### config.mk
export PLATFORM = sky130hd
export DESIGN_NAME = otsu_back
export DESIGN_NICKNAME = d
export VERILOG_FILES = /design/src/sv/otsu_pkg.sv /design/src/sv/otsu_div.sv /design/src/sv/otsu_back.sv
export SDC_FILE = /design/constraint.sdc
export NUM_CORES = 2
export LEC_CHECK = 0
export BUFFER_PORTS_ARGS = -buffer_cell sky130_fd_sc_hd__buf_2
export CAP_MARGIN = 25
export CORE_MARGIN = 1
export CORE_UTILIZATION = 60
export CTS_CLUSTER_SIZE = 10
export DETAILED_ROUTE_END_ITERATION = 10
export GPL_ROUTABILITY_DRIVEN = 0
export GPL_TIMING_DRIVEN = 0
export PLACE_DENSITY = 0.78
export SETUP_SLACK_MARGIN = 0.05
export SLEW_MARGIN = 25
export SYNTH_ARGS = -nofsm -noshare
export SYNTH_HDL_FRONTEND = slang
export SYNTH_SLANG_ARGS = --single-unit
### constraint.sdc
create_clock -name clock -period 10 [get_ports clock]
set_input_delay 1.5 -clock clock [delete_from_list [all_inputs] [get_ports clock]]
set_output_delay 1.5 -clock clock [all_outputs]
set_load 0.03 [all_outputs]
### src/sv/otsu_pkg.sv
package otsu_pkg;

   localparam int LEVELS     = 256;
   localparam int LVL_W      = 8;
   localparam int BIN_W      = 18;
   localparam int BIN_MAX    = 262143;
   localparam int PIXELS_MAX = 131072;
   localparam int PCNT_W     = 18;
   localparam int MSUM_W     = 25;
   localparam int NUM_W      = MSUM_W + 8;
   localparam int MU_W       = 16;
   localparam int DD_W       = 2 * MU_W;
   localparam int DDS_W      = DD_W - 8;
   localparam int WW_W       = 2 * BIN_W;
   localparam int WH_W       = WW_W / 2;
   localparam int PP_W       = DDS_W + WH_W;
   localparam int SCORE_W    = PP_W + WH_W;
   localparam int TOKQ_DEPTH = 2;
   localparam int TOKQ_CNT_W = 2;

   typedef struct packed {
      logic [LVL_W-1:0] rd_addr;
      logic             clear;
   } back_req_type;

   typedef enum logic [3:0] {
      BK_IDLE,
      BK_SUM_RD,
      BK_SUM_ACC,
      BK_EV_RD,
      BK_EV_ACC,
      BK_DIV_GO,
      BK_DIV_WAIT,
      BK_DIFF,
      BK_SQR,
      BK_PART,
      BK_SCORE,
      BK_CLEAR,
      BK_EMIT
   } back_state_type;

endpackage

### src/sv/otsu_div.sv
module otsu_div import otsu_pkg::*; (
   input  logic              clock,
   input  logic              reset,
   input  logic              start,
   input  logic [NUM_W-1:0]  num,
   input  logic [BIN_W-1:0]  den,
   output logic              done,
   output logic [MU_W-1:0]   quo
);

   logic              busy_ff;
   logic              done_ff;
   logic [3:0]        cnt_ff;
   logic [BIN_W-1:0]  rem_ff;
   logic [BIN_W-1:0]  den_ff;
   logic [MU_W-1:0]   lo_ff;
   logic [MU_W-1:0]   quo_ff;
   logic [BIN_W:0]    trial;
   logic [BIN_W:0]    diff;
   logic              qbit;

   // upper part of the numerator is below the divisor, so the quotient fits
   assign trial = {rem_ff, lo_ff[MU_W-1]};
   assign diff  = trial - {1'b0, den_ff};
   assign qbit  = trial >= {1'b0, den_ff};

   always_ff @(posedge clock) begin
      if (reset) begin
         busy_ff <= 1'b0;
         done_ff <= 1'b0;
      end else begin
         done_ff <= 1'b0;
         if (start) begin
            busy_ff <= 1'b1;
         end else if (busy_ff && cnt_ff == '0) begin
            busy_ff <= 1'b0;
            done_ff <= 1'b1;
         end
      end
   end

   always_ff @(posedge clock) begin
      if (start) begin
         rem_ff <= BIN_W'(num[NUM_W-1:MU_W]);
         lo_ff  <= num[MU_W-1:0];
         den_ff <= den;
         cnt_ff <= 4'd15;
      end else if (busy_ff) begin
         rem_ff <= qbit ? diff[BIN_W-1:0] : trial[BIN_W-1:0];
         lo_ff  <= {lo_ff[MU_W-2:0], 1'b0};
         quo_ff <= {quo_ff[MU_W-2:0], qbit};
         cnt_ff <= cnt_ff - 4'd1;
      end
   end

   assign done = done_ff;
   assign quo  = quo_ff;

endmodule

### src/sv/otsu_back.sv
module otsu_back import otsu_pkg::*; (
   input  logic              clock,
   input  logic              reset,
   input  logic              csr_wr_en,
   input  logic [7:0]        csr_wr_data,
   input  logic [BIN_W-1:0]  bin_data,
   output back_req_type      bk_req,
   input  logic              q_empty,
   output logic              q_pop,
   output logic              rsp_valid,
   input  logic              rsp_ready,
   output logic [7:0]        rsp_threshold
);

   back_state_type state_ff, state_in;

   logic [7:0]         fixed_ff;
   logic               rsp_valid_ff;
   logic [7:0]         rsp_threshold_ff;
   logic [LVL_W-1:0]   lvl_ff;
   logic [BIN_W-1:0]   tot_w_ff;
   logic [MSUM_W-1:0]  tot_m_ff;
   logic [BIN_W-1:0]   w0_ff, w1_ff;
   logic [MSUM_W-1:0]  m0_ff, m1_ff;
   logic [MU_W-1:0]    d_ff;
   logic [DD_W-1:0]    dd_ff;
   logic [WW_W-1:0]    ww_ff;
   logic [PP_W-1:0]    plo_ff, phi_ff;
   logic [SCORE_W-1:0] best_score_ff;
   logic [LVL_W-1:0]   best_level_ff;

   logic [BIN_W+LVL_W-1:0] ct;
   logic [BIN_W-1:0]   w0_sum, w1_diff;
   logic [MSUM_W-1:0]  m0_sum, m1_diff;
   logic [SCORE_W-1:0] score_sum;
   logic               last_lvl;
   logic               div_start;
   logic               out_load;
   logic               d0_done, d1_done;
   logic [MU_W-1:0]    q0, q1;

   assign ct        = bin_data * lvl_ff;
   assign w0_sum    = w0_ff + bin_data;
   assign m0_sum    = m0_ff + ct[MSUM_W-1:0];
   assign w1_diff   = tot_w_ff - w0_sum;
   assign m1_diff   = tot_m_ff - m0_sum;
   assign last_lvl  = lvl_ff == LVL_W'(LEVELS - 1);
   assign score_sum = SCORE_W'(plo_ff) + {phi_ff, {WH_W{1'b0}}};

   otsu_div u_div0 (
      .clock (clock),
      .reset (reset),
      .start (div_start),
      .num   ({m0_ff, 8'b0}),
      .den   (w0_ff),
      .done  (d0_done),
      .quo   (q0)
   );

   otsu_div u_div1 (
      .clock (clock),
      .reset (reset),
      .start (div_start),
      .num   ({m1_ff, 8'b0}),
      .den   (w1_ff),
      .done  (d1_done),
      .quo   (q1)
   );

   always_ff @(posedge clock) begin
      if (reset) begin
         state_ff <= BK_IDLE;
      end else begin
         state_ff <= state_in;
      end
   end

   always_comb begin
      state_in       = state_ff;
      q_pop          = 1'b0;
      div_start      = 1'b0;
      out_load       = 1'b0;
      bk_req.rd_addr = lvl_ff;
      bk_req.clear   = 1'b0;
      unique case (state_ff)
         BK_IDLE: begin
            if (!q_empty) begin
               q_pop    = 1'b1;
               state_in = BK_SUM_RD;
            end
         end
         BK_SUM_RD:  state_in = BK_SUM_ACC;
         BK_SUM_ACC: state_in = last_lvl ? BK_EV_RD : BK_SUM_RD;
         BK_EV_RD:   state_in = BK_EV_ACC;
         BK_EV_ACC: begin
            // a level with an empty class scores zero and cannot win
            if (w0_sum != '0 && w1_diff != '0) begin
               state_in = BK_DIV_GO;
            end else begin
               state_in = last_lvl ? BK_CLEAR : BK_EV_RD;
            end
         end
         BK_DIV_GO: begin
            div_start = 1'b1;
            state_in  = BK_DIV_WAIT;
         end
         BK_DIV_WAIT: begin
            if (d0_done && d1_done) begin
               state_in = BK_DIFF;
            end
         end
         BK_DIFF:  state_in = BK_SQR;
         BK_SQR:   state_in = BK_PART;
         BK_PART:  state_in = BK_SCORE;
         BK_SCORE: state_in = last_lvl ? BK_CLEAR : BK_EV_RD;
         BK_CLEAR: begin
            bk_req.clear = 1'b1;
            state_in     = BK_EMIT;
         end
         BK_EMIT: begin
            if (!rsp_valid_ff || rsp_ready) begin
               out_load = 1'b1;
               state_in = BK_IDLE;
            end
         end
         default: state_in = BK_IDLE;
      endcase
   end

   always_ff @(posedge clock) begin
      unique case (state_ff)
         BK_IDLE: begin
            lvl_ff        <= '0;
            tot_w_ff      <= '0;
            tot_m_ff      <= '0;
            w0_ff         <= '0;
            m0_ff         <= '0;
            best_score_ff <= '0;
            best_level_ff <= '0;
         end
         BK_SUM_ACC: begin
            tot_w_ff <= tot_w_ff + bin_data;
            tot_m_ff <= tot_m_ff + ct[MSUM_W-1:0];
            lvl_ff   <= lvl_ff + LVL_W'(1);
         end
         BK_EV_ACC: begin
            w0_ff <= w0_sum;
            m0_ff <= m0_sum;
            w1_ff <= w1_diff;
            m1_ff <= m1_diff;
            if (w0_sum == '0 || w1_diff == '0) begin
               lvl_ff <= lvl_ff + LVL_W'(1);
            end
         end
         BK_DIFF: d_ff <= (q0 > q1) ? q0 - q1 : q1 - q0;
         BK_SQR: begin
            dd_ff <= d_ff * d_ff;
            ww_ff <= w0_ff * w1_ff;
         end
         BK_PART: begin
            plo_ff <= dd_ff[DD_W-1:8] * ww_ff[WH_W-1:0];
            phi_ff <= dd_ff[DD_W-1:8] * ww_ff[WW_W-1:WH_W];
         end
         BK_SCORE: begin
            if (score_sum > best_score_ff) begin
               best_score_ff <= score_sum;
               best_level_ff <= lvl_ff;
            end
            lvl_ff <= lvl_ff + LVL_W'(1);
         end
         default: begin
         end
      endcase
   end

   always_ff @(posedge clock) begin
      if (reset) begin
         fixed_ff     <= '0;
         rsp_valid_ff <= 1'b0;
      end else begin
         if (csr_wr_en) begin
            fixed_ff <= csr_wr_data;
         end
         if (out_load) begin
            rsp_valid_ff <= 1'b1;
         end else if (rsp_ready) begin
            rsp_valid_ff <= 1'b0;
         end
      end
   end

   always_ff @(posedge clock) begin
      if (out_load) begin
         rsp_threshold_ff <= (fixed_ff != '0) ? fixed_ff : best_level_ff;
      end
   end

   assign rsp_valid     = rsp_valid_ff;
   assign rsp_threshold = rsp_threshold_ff;

`ifndef SYNTHESIS
   a_div_lockstep: assert property (@(posedge clock) disable iff (reset)
      d0_done == d1_done)
      else $error("class mean dividers out of step");

   a_pop_nonempty: assert property (@(posedge clock) disable iff (reset)
      q_pop |-> !q_empty)
      else $error("token popped from empty queue");

   a_best_monotone: assert property (@(posedge clock) disable iff (reset)
      (state_ff == BK_SCORE) |=> best_score_ff >= $past(best_score_ff))
      else $error("best score decreased");
`endif

endmodule

Word-level counts from Yosys, hierarchy flattened
Index checks and enable logic that the tools add are counted.
{"block": "classes", "bitwise_logic": 1, "add_sub_neg": 14, "eq_ne": 18, "reduce_logical": 31, "n_lt_le_gt_ge": 4, "mux": 43, "multipliers": 5}
{"cell": "$pmux W60 S2", "count": 1}
{"cell": "$pmux W25 S2", "count": 2}
{"cell": "$mul A24 B18 Y42", "count": 2}
{"cell": "$mux W16", "count": 5}
{"cell": "$pmux W18 S2", "count": 2}
{"cell": "$mux W17", "count": 4}
{"cell": "$add A42 B60 Y60", "count": 1}
{"cell": "$gt A60 B60 Y1", "count": 1}
{"cell": "$mux W60", "count": 1}
{"cell": "$sub A18 B18 Y18", "count": 3}
{"cell": "$pmux W4 S13", "count": 1}
{"cell": "$add A25 B25 Y25", "count": 2}
{"cell": "$ge A19 B18 Y1", "count": 2}
{"cell": "$add A18 B18 Y18", "count": 2}
{"cell": "$logic_not A18 Y1", "count": 2}
{"cell": "$mul A18 B18 Y36", "count": 1}
{"cell": "$mux W18", "count": 2}
{"cell": "$reduce_bool A18 Y1", "count": 2}
{"cell": "$mul A16 B16 Y32", "count": 1}
{"cell": "$sub A16 B16 Y16", "count": 2}
{"cell": "$mul A18 B8 Y25", "count": 1}
{"cell": "$sub A25 B25 Y25", "count": 1}
{"cell": "$mux W8", "count": 3}
{"cell": "$pmux W8 S3", "count": 1}
{"cell": "24 further kinds", "count": 71}
{"block": "word_totals", "input_bits": 31, "word_cells": 150, "regBits": 526, "output_inout_bits": 19}

Longest topological paths before layout
{"block": "logic_depth", "depth_word": 6, "mapped_depth": 38, "depth_no_buf": 37}

Modules after synthesis
A second synthesis with hierarchy kept.
{"block": "hier_totals", "cells_unflattened": 8392, "hier_area_um2": 79710.2}
{"mod": "otsu_back", "n_inst": 1, "cells_each": 7760, "area_each_um2": 72050.4, "seq_area_each_um2": 11461.0}
{"mod": "otsu_div", "n_inst": 2, "cells_each": 316, "area_each_um2": 3829.9, "seq_area_each_um2": 2152.1}

Worst setup path after synthesis
Ideal clock, no wire load.
{"block": "synth_timing", "path_type": "flip-flop to flip-flop", "startpoint": "reg plo_ff[18]", "endpoint": "reg best_level_ff[0], enable pin", "synth_period_minus_slack_ns": 9.746, "path_buffers": 0, "arrival_ns": 9.151, "setup_time_ns": 0.594, "path_stages_with_launch": 28, "path_slack_ns": 0.254, "t_required_ns": 9.406, "path_cell_list": "edfxtp_1 ha_1 fa_1 a21o_1 a21oi_1 o21bai_1 a21oi_1 o21bai_1 a21o_1 a41oi_1 o31ai_1 a221o_1 nand2_1 nor2_1 xor2_1 ha_1 a21o_1 a21oi_1 nor2b_1 o21ai_0 nand2b_1 a21oi_1 nor2b_1 o21ai_0 nand2_1 a21o_1 a21oi_1 o31ai_1"}
{"block": "synth_via", "elab_chain_len": 4}
{"item": "start, declared", "line": "otsu_back.sv:28", "rtl": "logic [PP_W-1:0] plo_ff, phi_ff;"}
{"item": "start signal, assigned", "line": "otsu_back.sv:161", "rtl": "plo_ff <= dd_ff[DD_W-1:8] * ww_ff[WH_W-1:0];"}
{"item": "$add A42 B60 Y60", "line": "otsu_back.sv:48", "rtl": "assign score_sum = SCORE_W'(plo_ff) + {phi_ff, {WH_W{1'b0}}};"}
{"item": "named net score_sum[46]", "line": "otsu_back.sv:35", "rtl": "logic [SCORE_W-1:0] score_sum;"}
{"item": "$gt A60 B60 Y1", "line": "otsu_back.sv:165", "rtl": "if (score_sum > best_score_ff) begin"}
{"item": "$ne A2 B2 Y1 (no source line)"}
{"item": "$reduce_and A2 Y1 (no source line)"}
{"item": "end signal, assigned", "line": "otsu_back.sv:167", "rtl": "best_level_ff <= lvl_ff;"}
{"item": "end, declared", "line": "otsu_back.sv:30", "rtl": "logic [LVL_W-1:0] best_level_ff;"}
The timed path passes the listed nets, and every way through them passes these cells.
A chain may end at the register's enable or synchronous reset.

Final worst setup path
{"block": "layout_timing", "startpoint": "in bin_data[3]", "endpoint": "reg m1_ff[23], data pin"}
{"block": "layout_via", "elab_chain_len": 3}
{"item": "start, declared", "line": "otsu_back.sv:6", "rtl": "input logic [BIN_W-1:0] bin_data,"}
{"item": "$mul A18 B8 Y25", "line": "otsu_back.sv:42", "rtl": "assign ct = bin_data * lvl_ff;"}
{"item": "$add A25 B25 Y25", "line": "otsu_back.sv:44", "rtl": "assign m0_sum = m0_ff + ct[MSUM_W-1:0];"}
{"item": "$sub A25 B25 Y25", "line": "otsu_back.sv:46", "rtl": "assign m1_diff = tot_m_ff - m0_sum;"}
{"item": "named net m1_diff[23]", "line": "otsu_back.sv:34", "rtl": "logic [MSUM_W-1:0] m0_sum, m1_diff;"}
{"item": "end signal, assigned", "line": "otsu_back.sv:150", "rtl": "m1_ff <= m1_diff;"}
{"item": "end, declared", "line": "otsu_back.sv:24", "rtl": "logic [MSUM_W-1:0] m0_ff, m1_ff;"}
The timed path passes the listed nets, and every way through them passes these cells.

==> results.cfg <==
[pwr]
pwr_density_cell_nw_per_um2 = 165
p_leak_uw = 0.0399
power.total_uw = 13500
irDropWorstVdd_mv = 0.445

[placement]
port_buffers = 46
dp_hpwl_mm = 171
dp_slack_ns = -0.346
placedCellCount = 9876

[logic_synthesis]
synth_cells = 8148
syn_avg_cell_area_sq_um = 9.51
ys_warn_count = 0
ys_async_sr_fraction_pct = 0
synth-edff-count = 491
synthesis.nets = 10200
synth-seq-area-share_pct = 19.7
ys_types = 93
ys_seq_elements = 518
ys_dominant_reg_cell = edfxtp_1
synthesis.area_sq_um = 77500

[sta]
drv_slew = 0
rsz0062_at_grt = no
fin_crit_ns = 9.35
setup_viol = 0
slew-limit-headroom_pct = 22.6
fin_ws_ns = 0.648
clock.fmax_mhz = 107
finClkSkew_ns = 0.0516
finalCritPeriodShare_pct = 93.5
hold_violations = 0
tns_ns = 0
tightestPinTransition_ns = 1.16

[hold_path]
whs_path_depth = 0
min_path_type = register to register
min_from = w1_ff[8]
hold_path_end = u_div1.den_ff[8]

[worst_setup_path]
crit_type = input pin to register
reg2reg_from = lvl_ff[4]
r2r_cells = 33
reg2reg_slack_ns = 0.68
crit_path_max_incr_delay_ns = 0.49
crit_arrival_ns = 9.79
worst_ep_required_time_ns = 10.44
cp-end-kind = register
critPathSlowestCell = fa_1
crit_path_start_kind = input pin
cp_max_fo = 10
r2r-end = m1_ff[23]

[cts]
cts_buffers = 66
ctsHoldBuffers = 0
worstSkewPairLatency_ns = 0.70
cts.sinks = 518
path_clk_slew_ns = 0.05
htreeDepth = 3
clock-root-buffer = clkbuf_16
cts_tree = yes
cts.path.max_buffers = 3

[routing]
initialDrtViolationCount = 5231
via_count = 58500
final_antenna_net_count = 0
drc = 0
wl_mm = 211
vias_per_cell = 5.86
routedWlPerCell_microns = 21.1
drtPass1Iterations = 8

[global_routing]
antenna_found_initial = 12
grtUsageTotal_pct = 32.9
grt_pass1_wl_mm = 333
gr-total-overflow = 0
grt_pass1_vias = 61600
grt_max_degree = 33

[floorplan]
initial_core_util_pct = 60.6
ios = 50
dieArea_sq_um = 131000
fp.dieH_microns = 361
num_rows = 131
die_w_microns = 361
coreArea_sq_um = 128000

[final_layout]
area_growth_pct = 6.20
drive_gt1_share_pct = 2.80
final_cells = 9995
nNetsFinal = 10300

[job]
maxCapViolCount = 0

[run_status]
status = completed
where the power goes:
| group | switching [uW] | internal (uW) | total [uW] | leakage [uW] |
|---|---|---|---|---|
| clock | 1000 | 1330 | 2330 | 0.000985 |
| sequential | 110 | 2830 | 2940 | 0.00495 |
| combinational | 4980 | 3290 | 8270 | 0.0340 |
| total | 6090 | 7440 | 13500 | 0.0399 |
placed cells by master (no fill, tap or decap), drive strengths merged, types with 45 or more instances in the layout:
master / Yosys / routed
buf: 10 / 76
and3: 61 / 61
a21oi: 274 / 274
xnor2: 229 / 229
xor2: 115 / 115
nor2: 319 / 319
nand2b: 61 / 61
nand3: 52 / 52
o21bai: 48 / 48
o21ai: 168 / 168
nor3: 61 / 61
ha: 760 / 760
fa: 1229 / 1229
and2: 557 / 557
a21o: 134 / 134
nor2b: 62 / 62
mux2i: 52 / 52
nand2: 1152 / 1152
edfxtp: 491 / 491
o21a: 45 / 45
clkbuf: 299 / 392
inv: 1605 / 1606
state kept, by name, summed over array words and instances, names as in the netlist, 8 cells and up:
signal	count
u_div1.den_ff	18
m1_ff	25
plo_ff	42
fixed_ff	8
dd_ff	24
phi_ff	42
best_score_ff	60
w1_ff	18
u_div0.rem_ff	18
u_div1.lo_ff	8
u_div1.quo	16
tot_w_ff	18
rsp_threshold	8
w0_ff	18
u_div0.lo_ff	8
u_div0.den_ff	18
tot_m_ff	25
u_div1.rem_ff	18
m0_ff	25
lvl_ff	8
u_div0.quo	16
best_level_ff	8
d_ff	16
ww_ff	36
synthesized netlist by cell type, drive strengths merged (52+ instances only):
cell type / number / share of area [%]
edfxtp: 491 / 19
nand2b: 61 / 0.49
mux2i: 52 / 0.67
nor2: 319 / 1.5
xor2: 115 / 1.3
a21oi: 274 / 1.8
a21o: 134 / 1.3
nand3: 52 / 0.34
xnor2: 229 / 2.6
and2: 557 / 4.5
inv: 1605 / 7.8
nor2b: 62 / 0.50
nand2: 1152 / 5.6
ha: 760 / 12
and3: 61 / 0.49
nor3: 61 / 0.39
fa: 1229 / 32
o21ai: 168 / 1.1
clkbuf: 299 / 1.5
metrics by stage:
stage                     area [sq um]  utilization, %  hold slack [ns]
after global routing             82300            64.3            0.470
after CTS                        82200            64.3            0.458
after detailed placement         80100            62.7            0.436
after floorplan                  77500               -            0.424
final                            82300            64.4            0.459
after global placement           79800            62.4            0.436
worst max-delay path: cells and delay by family:
family,cells,cell delay (ns)
adder cells (fa/ha/maj),10,3.94
AO/OA/AOI/OAI,13,2.17
AND/OR/NAND/NOR,6,1.21
XOR/XNOR,3,0.60
buffers and inverters,3,0.32
area by class of cell:
cell class	count	area [sq um]
clock inverters	16	258
flip-flops and latches	518	15300
well taps	1662	2080
multi-input cells	5716	55100
inverters	1605	6020
diodes	10	25.0
repair buffers	67	539
plain buffers	309	1210
clock buffers	92	1810
fillers	10000	45600
per-layer routing:
metal	GRT usage [%]	up-vias	share of wire, %
li1	-	25800	-
met4	20.1	10	7.1
met3	8.10	805	10
met2	53.1	2994	46
met5	0	-	0.030
met1	39.8	29000	37
kinds of logic after synthesis:
logic type               Yosys count  share of synthesized area (%)
flip-flops                       518                           19.7
buffers and inverters           1914                           9.33
multiplexers                      63                          0.836
AND/OR/NAND/NOR                 2460                           15.1
AO/OA/AOI/OAI                    854                           7.00
XOR/XNOR                         345                           3.94
adder cells (fa/ha/maj)         1994                           44.1
worst max-delay path by stage:
stage | endpoint | cells after the start | startpoint
CTS | m1_ff[23] | 37 | lvl_ff[7]
global placement | best_level_ff[1] | 27 | plo_ff[18]
detailed placement | m1_ff[23] | 36 | bin_data[5]
global route | m1_ff[23] | 35 | bin_data[3]
floorplan | best_level_ff[0] | 27 | plo_ff[18]
finish | m1_ff[23] | 35 | bin_data[3]
what timing repair did:
| action | CTS | global route |
|---|---|---|
| setup endpoints to repair | 0 | 4 |
| buffers inserted | 0 | 1 |
| resized for setup | 0 | 13 |
No activity file was read; power rests on OpenSTA's default activity.
