`src/sv/otsu_pkg.sv`:
```
package otsu_pkg;

   localparam int LEVELS     = 256;
   localparam int LVL_W      = 8;
   localparam int BIN_W      = 18;
   localparam int BIN_MAX    = 262143;
   localparam int PIXELS_MAX = 131072;
   localparam int PCNT_W     = 18;
   localparam int MSUM_W     = 25;
   localparam int NUM_W      = MSUM_W + 8;
   localparam int MU_W       = 16;
   localparam int DD_W       = 2 * MU_W;
   localparam int DDS_W      = DD_W - 8;
   localparam int WW_W       = 2 * BIN_W;
   localparam int WH_W       = WW_W / 2;
   localparam int PP_W       = DDS_W + WH_W;
   localparam int SCORE_W    = PP_W + WH_W;
   localparam int TOKQ_DEPTH = 2;
   localparam int TOKQ_CNT_W = 2;

   typedef struct packed {
      logic [LVL_W-1:0] rd_addr;
      logic             clear;
   } back_req_type;

   typedef enum logic [3:0] {
      BK_IDLE,
      BK_SUM_RD,
      BK_SUM_ACC,
      BK_EV_RD,
      BK_EV_ACC,
      BK_DIV_GO,
      BK_DIV_WAIT,
      BK_DIFF,
      BK_SQR,
      BK_PART,
      BK_SCORE,
      BK_CLEAR,
      BK_EMIT
   } back_state_type;

endpackage

```
`src/sv/otsu_tok_q.sv`:
```
module otsu_tok_q import otsu_pkg::*; (
   input  logic clock,
   input  logic reset,
   input  logic push,
   input  logic pop,
   output logic full,
   output logic empty
);

   logic [TOKQ_CNT_W-1:0] cnt_ff;

   assign full  = cnt_ff == TOKQ_CNT_W'(TOKQ_DEPTH);
   assign empty = cnt_ff == '0;

   always_ff @(posedge clock) begin
      if (reset) begin
         cnt_ff <= '0;
      end else if (push && !pop) begin
         cnt_ff <= cnt_ff + TOKQ_CNT_W'(1);
      end else if (pop && !push) begin
         cnt_ff <= cnt_ff - TOKQ_CNT_W'(1);
      end
   end

endmodule

```
`config.mk`:
```
export PLATFORM = sky130hd
export DESIGN_NAME = otsu_tok_q
export DESIGN_NICKNAME = d
export VERILOG_FILES = /design/src/sv/otsu_pkg.sv /design/src/sv/otsu_tok_q.sv
export SDC_FILE = /design/constraint.sdc
export NUM_CORES = 1
export LEC_CHECK = 0
export BUFFER_PORTS_ARGS = -buffer_cell sky130_fd_sc_hd__buf_2
export CORE_AREA = 2 2 39 41
export CTS_CLUSTER_DIAMETER = 100
export CTS_CLUSTER_SIZE = 24
export DETAILED_ROUTE_END_ITERATION = 7
export DIE_AREA = 0 0 41 43
export GPL_ROUTABILITY_DRIVEN = 0
export GPL_TIMING_DRIVEN = 0
export PLACE_DENSITY = 0.31
export SLEW_MARGIN = 0
export SYNTH_ARGS = -nofsm -noshare
export SYNTH_HDL_FRONTEND = slang
export SYNTH_SLANG_ARGS = --single-unit
export TNS_END_PERCENT = 30
```
`constraint.sdc`:
```
create_clock -name clock -period 1 [get_ports clock]
set_input_delay 0.15 -clock clock [delete_from_list [all_inputs] [get_ports clock]]
set_output_delay 0.15 -clock clock [all_outputs]
set_load 0.02 [all_outputs]
```
Word-level counts from Yosys, hierarchy flattened
Index checks and enable logic that the tools add are counted. W data, S select, Z words.

Register bits after elaboration: 2. Input port bits: 4. Output and inout bits: 2. Word-level logic and storage cells: 12.

Add/sub/neg operators: 2. Equality and inequality tests: 1. Muxes and demuxes: 2. Reductions and logical operators: 6.

Operator list (count): $mux W2 (2); $add A2 B1 Y2 const B (1); $eq A2 B2 Y1 const B (1); $logic_and A1 B1 Y1 (2); $logic_not A1 Y1 (2); $logic_not A2 Y1 (1); $reduce_bool A2 Y1 (1); $sub A2 B1 Y2 const B (1).

Longest topological paths before layout
Gate-level depths: netlist (run 1).

Depth in word-level cells: 4. Mapped depth: 5.

Least setup slack after synthesis (run 1)
OpenSTA, ideal clock, no wires.

Kind: input -> register. Start point: input port pop. End point: register cnt_ff[1]. Library setup time: 0.070 ns. Data arrival time: 0.946 ns. Path slack: -0.016 ns. Stages: 4. Path buffers: 0. Cell sequence: inv_1 > ha_1 > or3_1 > a21oi_1.

Longest elaborated chain between the ends: 3. Elaborated cells between the ends (all ways): 5.

RTL lines: start, declared (line otsu_tok_q.sv:5) `input logic pop,`; $logic_not A1 Y1 (line otsu_tok_q.sv:18) `end else if (push && !pop) begin`; $logic_and A1 B1 Y1 (line otsu_tok_q.sv:18); $mux W2 or $reduce_bool A2 Y1 (tied branches); end signal, assigned (line otsu_tok_q.sv:19) `cnt_ff <= cnt_ff + TOKQ_CNT_W'(1);`; end signal, assigned (line otsu_tok_q.sv:21) `cnt_ff <= cnt_ff - TOKQ_CNT_W'(1);`; end, declared (line otsu_tok_q.sv:10) `logic [TOKQ_CNT_W-1:0] cnt_ff;`.

Several ways; a longest one is shown, not always the timed one. A chain may end at the register's enable or synchronous reset.

Worst setup path after layout (run 1)
Start point: register cnt_ff[0]. End point: output port full.

Longest elaborated chain between the ends: 1.

RTL lines: $eq A2 B2 Y1 (line otsu_tok_q.sv:12) `assign full = cnt_ff == TOKQ_CNT_W'(TOKQ_DEPTH);`; end, declared (line otsu_tok_q.sv:6) `output logic full,`.

Every way passes these cells.

==> results of run 1 <==
-- how the worst max path moves through the flow --
stage	slack (ns)	to	depth (start not counted)
after floorplan	0.03	cnt_ff[1]	3
after global placement	-0.08	cnt_ff[1]	5
after detailed placement	-0.10	cnt_ff[1]	5
after CTS	-0.07	full	2
after global routing	-0.09	full	2
final	-0.06	full	2
-- what timing repair did --
action | 4_1_cts | 5_1_grt
setup endpoints to repair | 2 | 3
gates resized for setup | 3 | 1
pin swaps | 1 | 0
buffers inserted | 1 | 0
endpoints found under the hold margin | 0 | 0
-- cell usage in the layout (no fill, tap or decap) --
cell type,Yosys,final
dfxtp_2,0,1
ha_4,0,1
dfxtp_1,2,1
clkbuf_4,0,3
buf_6,0,1
buf_2,0,3
a21oi_1,1,1
xor2_1,2,2
or3_1,1,1
o21ai_0,1,1
buf_4,0,2
nor2_1,2,2
and2b_2,1,1
inv_1,1,1
-- metal layers --
| layer | vias up | track usage (%) |
|---|---|---|
| met5 | - | 0 |
| met4 | 0 | 6.000 |
| met3 | 2 | 6.283 |
| met2 | 6 | 3.750 |
| met1 | 52 | 2.866 |
| li1 | 58 | - |
-- through the flow --
stage	util, %	cell area (µm²)	std cells	TNS (ns)	setup slack, ns
4_1_cts	14.56	201.4	37	-0.07106	-0.07106
2_1_floorplan	-	118.9	12	0	0.03455
3_3_place_gp	11.84	163.9	33	-0.08413	-0.08413
6_report	14.74	203.9	37	-0.05608	-0.05608
3_5_place_dp	11.84	163.9	33	-0.1001	-0.1001
5_1_grt	14.74	203.9	37	-0.1441	-0.08935
-- cells by family (layout without fill, tap and decap cells) --
group | count (synthesis) | count (layout) | share of synthesized area [%]
AO/OA/AOI/OAI | 2 | 2 | 9.403
flip-flops | 2 | 2 | 37.65
adder cells (fa/ha/maj) | 1 | 1 | 11.76
XOR/XNOR | 2 | 2 | 16.47
buffers and inverters | 1 | 10 | 3.526
AND/OR/NAND/NOR | 4 | 4 | 21.18
-- layout make-up --
type,count,share of cell area [%]
Timing Repair Buffer,6,20.25
Sequential cell,2,20.25
Multi-Input combinational cell,9,36.81
Tap cell,16,9.816
Clock buffer,3,11.04
Inverter,1,1.840
-- cell usage after synthesis (all sizes together) --
cell type | number | area share [%]
or3 | 1 | 5.9
dfxtp | 2 | 38
ha | 1 | 12
o21ai | 1 | 4.7
nor2 | 2 | 7.1
and2b | 1 | 8.2
xor2 | 2 | 16
a21oi | 1 | 4.7
inv | 1 | 3.5
-- worst max-delay path: cells and delay by family, from the launching register on --
family / cells / cell delay, ns
simple gates: 1 / 0.22
buf+inv: 1 / 0.13
flops: 1 / 0.34
-- power groups by stage --
stage               Clock [mW]  Combinational, mW  Sequential (mW)
finish                   0.175              0.113            0.106
global route             0.204              0.126            0.107
CTS                      0.190              0.110            0.105
detailed placement           0             0.0909            0.106
global placement             0             0.0888            0.105
floorplan                    0             0.0639            0.104
==> results by group, run 1 <==
Finish
  • Area Overhead vs Synth: 91.77%
  • Reg area: 41.29 µm²
  • Nets@finish: 28
  • Max reg flops: 2
  • Biggest register: cnt_ff
  • Leading registers by flop count: cnt_ff: 2 flops
  • FILL cells: 159
  • Share of cells above drive strength 1: approximately 57%
  • Multi-input logic area: approximately 75 µm²
  • N_diodes: 0

Routing
  • Met2 wire length: 93 µm
  • Top sig layer: met4
  • Drt drc: 0
  • Routed wire length: 244 µm
  • Vias per inst: 3.189
  • Post-DR wirelength/cell: approximately 6.6 µm
  • Drt pass-1 iters: 2
  • Met3 routed WL: 33 µm
  • Metal-1 WL: 110 µm
  • Detail Route Antenna Nets: 0
  • Total number of vias: between 100 and 150
  • DR iter-0 viols: 2

STA
  • Slew Limit Fails: 0
  • Worst clock skew: 0.001830 ns
  • Fin. Hold Viols: 0
  • Unrepaired setup endpoints after global routing: yes
  • Final setup fails: 1
  • Fin crit period: ~1.1 ns
  • Relative slew slack: between 90 and 100%
  • Final worst-path cycle share: 105.6%
  • Worst setup margin: -0.05608 ns
  • F_max: roughly 950 MHz
  • Min Hold Slack: 0.09680 ns
  • Tightest Pin Transition: 0.1391 ns

Pwr
  • Clock power frac: 44.5%
  • Pleak: 0.09650 nW
  • Comb power frac: 28.8%
  • Switching share of total power: 26.96%
  • Sequential Power Share: 26.8%
  • Power consumption: 0.3941 mW
  • Net Switching: 0.1063 mW
  • Int Pwr: 0.2879 mW
  • PwrDens: about 1900 nW/µm²
  • VDD IR max: ~0.00032 V

Synth
  • #FFs+latches synth: 2
  • Seq/Total Area, Yosys: a little under two fifths
  • Synth warnings: 0
  • Post-Syn Nets: 17
  • Synth cell types: 9
  • Mapped Area: 106.4 µm²
  • Post-Syn Instances: 12
  • Avg Inst Size Synth: 8.863 µm²

CTS
  • Num CTS Buffers: 3
  • TritonCTS clock tree: done
  • Clk buf depth: 2
  • Root Driver: clkbuf_4
  • Worst skew pair latency: 0.22 ns
  • TritonCTS Sinks: 2
  • H-tree depth: 1
  • Clk slew on worst S/H paths: 0.03 ns
  • # hold bufs at CTS: 0

Worst hold path
  • Hold Crit Depth: 2
  • Hold wc startpoint: reset
  • Hold worst-path end: cnt_ff[0]
  • Worst hold path type: input port to flip-flop

Setup path
  • Worst reg2reg startpoint: cnt_ff[0]
  • R2R cell count: 3
  • Critical path launch point: cnt_ff[0]
  • CP Capture Type: output port
  • Worst setup path class: flip-flop to output port
  • WP data arrival: 0.91 ns
  • Worst Path Required: 0.85 ns
  • Flop2flop setup slack: 0.03 ns
  • Crit path launch type: flip-flop
  • Crit-path cells: and2b_2 > buf_6
  • Crit path max fanout: 4
  • Critical-path top delay cell: dfxtp_2
  • FF-to-FF End: cnt_ff[1]
  • Slowest Stage Delay on Critical Path: around 0.34 ns

Floorplanning
  • Die extent in x: ~41 µm
  • Initial Util: 7.685%
  • Core area: 1384 µm²
  • Die H: between 40 and 50 µm
  • # IOs: 6
  • Site Rows: 14
  • Die area: 1763 µm²

Global routing
  • Largest net degree at the start of global routing: 5
  • First-pass GRT wire length: 372 µm
  • Global Route Usage Sum: 4.204%
  • Vias in the first global route: approximately 110
  • Remaining Overflow, GRT: 0
  • Initial antenna violation count: 0

Place
  • IO buf count: 5

Run status
  • Status: finished with violations
  • Failing checks: negative setup slack

Run
  • Max Cap Violations: 0
Power figures use the tool's default switching activity.
==> inputs of run 2 (changes only) <==
--- a/config.mk
+++ b/config.mk
@@ -5,6 +5,7 @@
 export SDC_FILE = /design/constraint.sdc
 export NUM_CORES = 1
 export LEC_CHECK = 0
+export ABC_AREA = 1
 export BUFFER_PORTS_ARGS = -buffer_cell sky130_fd_sc_hd__buf_2
 export CORE_AREA = 2 2 39 41
 export CTS_CLUSTER_DIAMETER = 100
@@ -13,7 +14,7 @@
 export DIE_AREA = 0 0 41 43
 export GPL_ROUTABILITY_DRIVEN = 0
 export GPL_TIMING_DRIVEN = 0
-export PLACE_DENSITY = 0.31
+export PLACE_DENSITY = 0.33
 export SLEW_MARGIN = 0
 export SYNTH_ARGS = -nofsm -noshare
 export SYNTH_HDL_FRONTEND = slang
==> results by group, run 2 <==
STA
  • Fin. Hold Viols: 0 (unchanged)
  • Worst clock skew: 0.002095 ns (+0.0002654 ns)
  • Final setup fails: 0 (-1)
  • Tightest Pin Transition: 0.1384 ns (-0.0006936 ns)
  • Final worst-path cycle share: 96.20% (-9.4 points)
  • F_max: 1040 MHz (+9.8%)
  • Relative slew slack: 90.67% (about the same)
  • Unrepaired setup endpoints after global routing: yes
  • Total negative slack: 0 ns (+0.05608 ns)
  • Slew Limit Fails: 0 (unchanged)
  • Fin crit period: 0.9620 ns (-0.09409 ns)

Synth
  • #FFs+latches synth: 2 (unchanged)
  • Largest cells by area after synthesis: dfxtp_1, inv_1, ha_1, nand2_1, nor2_1
  • Synth warnings: 0 (unchanged)
  • Post-Syn Instances: 21 (+9)
  • Mapped Area: 128.9 µm² (+21%)
  • Xor and xnor fraction of the mapped netlist area: 0% (-16 points)
  • Synth Area in Adders: 9.709% (-2.1 points)
  • Async SR Flop Fraction: 0% (unchanged)
  • Post-synth top cells: inv_1, nand2_1, nor2_1
  • Most numerous cell in the Yosys netlist: inv_1
  • Avg Inst Size Synth: 6.137 µm² (-31%)
  • Number of synthesized flops with an enable pin: 0 (unchanged)
  • Post-synth top flop: dfxtp_1
  • Synth top area share: 31.07% (-6.6 points)
  • Post-Syn Nets: 26 (+9)
  • Complex-gate fraction of the synthesized area: 7.767% (-1.6 points)
  • Simple-Gate Fraction of Synth Area: 31.07% (+9.9 points)
  • Seq/Total Area, Yosys: 31.07% (-6.6 points)
  • Mux contribution to synthesized area: 0% (unchanged)
  • Main combinational cell family by area after synthesis: simple AND/OR/NAND/NOR gates
  • Cell taking the most area after synthesis: dfxtp_1
  • Synth cell types: 11 (+2)

Setup path
  • Crit path launch type: flip-flop
  • R2R cell count: 6 (+3)
  • Worst reg2reg startpoint: cnt_ff[0]
  • WP data arrival: 0.81 ns (-0.10 ns)
  • FF-to-FF End: cnt_ff[1]
  • Critical-path top delay cell: dfxtp_2
  • Flop2flop setup slack: 0.23 ns (+0.20 ns)
  • Slowest Stage Delay on Critical Path: 0.34 ns (about the same)
  • Worst Path Required: 0.85 ns (about the same)
  • Crit path max fanout: 3 (-1)
  • Crit-path cells: inv_2 > nor2_1 > buf_4
  • CP Capture Type: output port
  • Worst setup path class: flip-flop to output port

Finish
  • Commonest non-fill, non-tap cells in the layout: inv_1, nor2_1, nand2_1, clkbuf_4, buf_2
  • Area Overhead vs Synth: 58.25%
  • Biggest register: cnt_ff
  • Leading cell type in the layout, fill and taps excluded: inv_1
  • Final cell count without fillers: 45 (+22%)
  • Fin util: 14.74% (unchanged)
  • FILL cells: 172 (+8.2%)
  • N_diodes: 0 (unchanged)
  • Share of cells above drive strength 1: 44.83% (-12 points)
  • Max reg flops: 2 (unchanged)
  • Leading registers by flop count: cnt_ff: 2 flops
  • Nets@finish: 36 (+29%)

Worst hold path
  • Hold worst-path end: cnt_ff[1]
  • Hold wc startpoint: reset
  • Worst hold path type: input port to flip-flop
  • Hold Crit Depth: 4 (+2)

CTS
  • TritonCTS Sinks: 2 (unchanged)
  • H-tree depth: 1 (unchanged)
  • Worst skew pair latency: 0.22 ns (about the same)
  • Clk slew on worst S/H paths: 0.03 ns (about the same)
  • Root Driver: clkbuf_4
  • TritonCTS clock tree: done
  • Num CTS Buffers: 3 (unchanged)
  • # hold bufs at CTS: 0 (unchanged)
  • Clk buf depth: 2 (unchanged)

Floorplanning
  • # IOs: 6 (unchanged)
  • Site Rows: 14 (unchanged)
  • Core area: 1384 µm² (unchanged)
  • Initial Util: 9.313% (+1.6 points)
  • Die extent in x: 41 µm (unchanged)
  • Die area: 1763 µm² (unchanged)
  • Die H: 43 µm (unchanged)

Global routing
  • Largest net degree at the start of global routing: 7 (+2)
  • Initial antenna violation count: 0 (unchanged)
  • Remaining Overflow, GRT: 0 (unchanged)
  • Vias in the first global route: 136 (+21%)
  • Global Route Usage Sum: 4.509% (+0.30 points)
  • First-pass GRT wire length: 448 µm (+20%)

Pwr
  • PwrDens: 1780 nW/µm² (-7.9%)
  • Pleak: 0.1133 nW (+17%)
  • VDD IR max: 0.0004721 V (+49%)

Routing
  • Total number of vias: 141 (+19%)
  • Post-DR wirelength/cell: 5.711 µm (-13%)
  • Routed wire length: 257 µm (+5.3%)
  • Drt pass-1 iters: 1 (-1)
  • Vias per inst: 3.133 (-1.8%)
  • Drt drc: 0 (unchanged)
  • Detail Route Antenna Nets: 0 (unchanged)
  • DR iter-0 viols: 0 (-2)

Run
  • Max Cap Violations: 0 (unchanged)

Place
  • Placed insts: 42 (+27%)
  • Final HPWL DP: between 200 and 250 µm
  • IO buf count: 5 (unchanged)

Run status
  • Status: finished clean
[run 2: cell types whose count changed in the layout (fill, tap and decap cells not counted), sizes merged]
cell	before	now
xor2	2	0
or3	1	0
inv	1	7
nor2	2	3
nand3	0	1
nand4	0	1
nand2	0	4
and2b	1	0
buf	6	5
[run 2: area by class of cell]
class	instances	area [µm²]	share of cell area, %
inverters	7	26.28	12.88
repair buffers	5	30.03	14.72
well taps	16	20.02	9.816
multi-input cells	12	62.56	30.67
flip-flops and latches	2	42.54	20.86
clock buffers	3	22.52	11.04
[run 2: logic make-up (layout without fill, tap and decap cells)]
logic type	after synthesis	after routing
and+or+nand+nor	9	9
buffers and inverters	7	15
AOI/OAI and AO/OA	2	2
DFF	2	2
adders and majority gates	1	1
[run 2: what timing repair did]
action / 4_1_cts / 5_1_grt
setup endpoints to repair: 2 / 2
resized for setup: 3 / 2
buffers inserted: 0 / 0
pin swaps: 0 / 1
[run 2: through the flow]
| stage | area (µm²) | worst slack [ns] | power, mW | hold WS, ns |
|---|---|---|---|---|
| after floorplan | 128.9 | 0.1963 | 0.1557 | 0.3029 |
| after global placement | 173.9 | 0.04046 | 0.1820 | 0.4051 |
| after detailed placement | 173.9 | 0.04289 | 0.1812 | 0.4072 |
| after CTS | 201.4 | 0.01540 | 0.3710 | 0.1611 |
| after global routing | 203.9 | -0.01064 | 0.4020 | 0.1807 |
| final | 203.9 | 0.03801 | 0.3630 | 0.1645 |
[run 2: how the worst max path moves through the flow]
stage | startpoint | to | slack (ns) | cells past startpoint
2_1_floorplan | cnt_ff[1] | full | 0.20 | 2
3_3_place_gp | push | cnt_ff[1] | 0.04 | 7
3_5_place_dp | push | cnt_ff[1] | 0.04 | 7
4_1_cts | cnt_ff[1] | full | 0.02 | 3
5_1_grt | cnt_ff[1] | full | -0.01 | 3
6_report | cnt_ff[1] | full | 0.04 | 3
[run 2: worst max-delay path: cells and delay by family (launching register included)]
family,cells,cell delay (ns)
and+or+nand+nor,1,0.07
DFF,1,0.34
buffers and inverters,2,0.18
[run 2: report_power, final]
part,leakage (nW),internal (mW),switching [mW]
sequential,0.0172,0.0927,0.0123
clock,0.0138,0.132,0.0423
combinational,0.0823,0.0370,0.0466
total,0.113,0.262,0.101
[run 2: routing by layer]
layer	part of all wire, %	GRT usage, %	vias up
met4	0	8.000	0
li1	-	-	79
met2	49	5.313	3
met5	0	0	-
met1	40	2.875	59
met3	11	3.665	0
==> inputs of run 3 (changes only) <==
--- a/config.mk
+++ b/config.mk
@@ -14,7 +14,7 @@
 export DIE_AREA = 0 0 41 43
 export GPL_ROUTABILITY_DRIVEN = 0
 export GPL_TIMING_DRIVEN = 0
-export PLACE_DENSITY = 0.33
+export PLACE_DENSITY = 0.37
 export SLEW_MARGIN = 0
 export SYNTH_ARGS = -nofsm -noshare
 export SYNTH_HDL_FRONTEND = slang
==> constraint.sdc (replaced) <==
create_clock -name clock -period 1 [get_ports clock]
set_input_delay 0.15 -clock clock [delete_from_list [all_inputs] [get_ports clock]]
set_output_delay 0.15 -clock clock [all_outputs]
set_load 0.1 [all_outputs]
==> results by group, run 3 (synthesis gave the netlist of run 2 again) <==
CTS
  • Root Driver: clkbuf_4
  • Worst skew pair latency: 0.22 ns (about the same)
  • # hold bufs at CTS: 0 (unchanged)
  • Num CTS Buffers: 3 (unchanged)
  • TritonCTS Sinks: 2 (unchanged)
  • Clk slew on worst S/H paths: 0.03 ns (about the same)
  • TritonCTS clock tree: done
  • Clk buf depth: 2 (unchanged)
  • H-tree depth: 1 (unchanged)

Routing
  • DR iter-0 viols: 2 (+2)
  • Detail Route Antenna Nets: 0 (unchanged)
  • Drt pass-1 iters: 2 (+1)
  • Total number of vias: 149 (+5.7%)
  • Routed wire length: 270 µm (+5.1%)
  • Drt drc: 0 (unchanged)
  • Vias per inst: 3.239 (+3.4%)
  • Post-DR wirelength/cell: 5.870 µm (+2.8%)

Pwr
  • VDD IR max: 0.0006204 V (+31%)
  • Net Switching: 0.1969 mW (+95%)
  • Power consumption: 0.5027 mW (+38%)
  • Int Pwr: 0.3057 mW (+17%)
  • Sequential Power Share: 22.7% (-6.2 points)
  • Switching share of total power: 39.18% (+11 points)
  • Pleak: 0.1294 nW (+14%)
  • PwrDens: 1941 nW/µm² (+9.0%)
  • Clock power frac: 35.4% (-13 points)
  • Comb power frac: 41.9% (+19 points)

Run status
  • Status: finished with violations
  • Failing checks: negative setup slack

Setup path
  • Critical-path top delay cell: dfxtp_4
  • Crit-path cells: inv_4 > nor2_4 > buf_12
  • WP data arrival: 0.90 ns (+0.09 ns)
  • Worst Path Required: 0.85 ns (about the same)
  • CP Capture Type: output port
  • Worst setup path class: flip-flop to output port
  • Critical path launch point: cnt_ff[1]
  • Crit path max fanout: 3 (unchanged)
  • Slowest Stage Delay on Critical Path: 0.37 ns (+0.03 ns)
  • Crit path launch type: flip-flop
  • Worst reg2reg startpoint: cnt_ff[0]
  • CP delay by family, top: flip-flops
  • Crit path buf inv count: 2 (unchanged)

Finish
  • Biggest register: cnt_ff
  • Multi-input logic area: 77.57 µm² (+24%)
  • Leading registers by flop count: cnt_ff: 2 flops
  • Max reg flops: 2 (unchanged)
  • N_diodes: 0 (unchanged)
  • Leading cell type in the layout, fill and taps excluded: inv_1
  • Fin util: 18.72% (+4.0 points)
  • Reg area: 47.55 µm² (+12%)
  • Area Overhead vs Synth: 101.0%
  • FILL cells: 159 (-7.6%)
  • Nets@finish: 37 (+2.8%)
  • Share of cells above drive strength 1: 53.33% (+8.5 points)
  • Commonest non-fill, non-tap cells in the layout: inv_1, nand2_1, clkbuf_4, buf_2

STA
  • Tightest Pin Transition: 0.1509 ns (+0.01244 ns)
  • Relative slew slack: 89.84% (-0.84 points)
  • Slew Limit Fails: 0 (unchanged)
  • Fin crit period: 1.047 ns (+0.08524 ns)
  • Unrepaired setup endpoints after global routing: yes
  • Worst clock skew: 0.001507 ns (-0.0005886 ns)
  • F_max: 954.9 MHz (-8.1%)
  • Final setup fails: 2 (+2)
  • Fin. Hold Viols: 0 (unchanged)
  • Worst setup margin: -0.04723 ns (-0.08524 ns)
  • Min Hold Slack: 0.1689 ns (+0.004404 ns)
  • Final worst-path cycle share: 104.7% (+8.5 points)

Floorplanning
  • Site Rows: 14 (unchanged)
  • Die extent in x: 41 µm (unchanged)
  • Initial Util: 9.313% (unchanged)
  • Die area: 1763 µm² (unchanged)
  • Die H: 43 µm (unchanged)
  • Core area: 1384 µm² (unchanged)
  • # IOs: 6 (unchanged)

Place
  • Final HPWL DP: 210.8 µm (+4.9%)
  • IO buf count: 5 (unchanged)

Run
  • Max Cap Violations: 0 (unchanged)

Global routing
  • Vias in the first global route: 136 (unchanged)
  • Largest net degree at the start of global routing: 7 (unchanged)
  • Global Route Usage Sum: 4.705% (+0.20 points)
  • First-pass GRT wire length: 476 µm (+6.3%)
  • Remaining Overflow, GRT: 0 (unchanged)
  • Initial antenna violation count: 0 (unchanged)

Worst hold path
  • Worst hold path type: input port to flip-flop
  • Hold wc startpoint: reset
[run 3: changes by cell type in the layout (fill, tap and decap cells not counted), sizes merged]
| cell | delta |
|---|---|
| buf | +1 |
[run 3: stage by stage]
step / setup WS, ns / cells / TNS, ns / cell area, µm²
6_report: -0.04723 / 46 / -0.06880 / 259.0
4_1_cts: -0.06285 / 46 / -0.1005 / 259.0
3_5_place_dp: -0.07131 / 42 / -0.1308 / 190.2
5_1_grt: -0.09549 / 46 / -0.1520 / 259.0
3_3_place_gp: -0.06946 / 42 / -0.1317 / 190.2
2_1_floorplan: -0.03422 / 21 / -0.04889 / 145.1
[run 3: timing repair]
item / 4_1_cts / 5_1_grt
setup buffers: 1 / 0
pin swaps: 1 / 0
endpoints found under the setup margin: 2 / 2
resized for setup: 12 / 0
gates cloned: 0 / 0
[run 3: area by class of cell]
cell class	count	area share (%)
clock buffer	3	8.696
inverter	7	11.11
multi-input combinational	12	29.95
sequential	2	18.36
tap	16	7.729
timing repair buffer	6	24.15
[run 3: final timing paths]
kind | endpoint | slack, ns | cells past startpoint
max reg2reg | cnt_ff[1] | 0.20 | 6
max | full | -0.05 | 3
min reg2reg | cnt_ff[0] | 0.50 | 1
min | cnt_ff[1] | 0.17 | 4
[run 3: layer usage]
metal / track usage, % / up-vias / routed length (µm) / part of all wire (%)
met5: 0 / - / 0 / 0
li1: - / 80 / - / -
met4: 6.000 / 0 / 13 / 4.8
met2: 4.688 / 6 / 115 / 43
met3: 4.712 / 2 / 21 / 7.8
met1: 4.459 / 61 / 119 / 44
[run 3: power groups by stage]
stage,Clock (mW),Sequential (mW),Combinational (mW)
2_1_floorplan,0,0.109,0.139
3_3_place_gp,0,0.112,0.160
3_5_place_dp,0,0.112,0.161
4_1_cts,0.194,0.114,0.212
5_1_grt,0.208,0.116,0.224
6_report,0.178,0.114,0.211
[run 3: worst min-delay path: stages]
cell     delay, ns
buf_2         0.08
inv_1         0.04
nand2_1       0.06
nor2_1        0.03
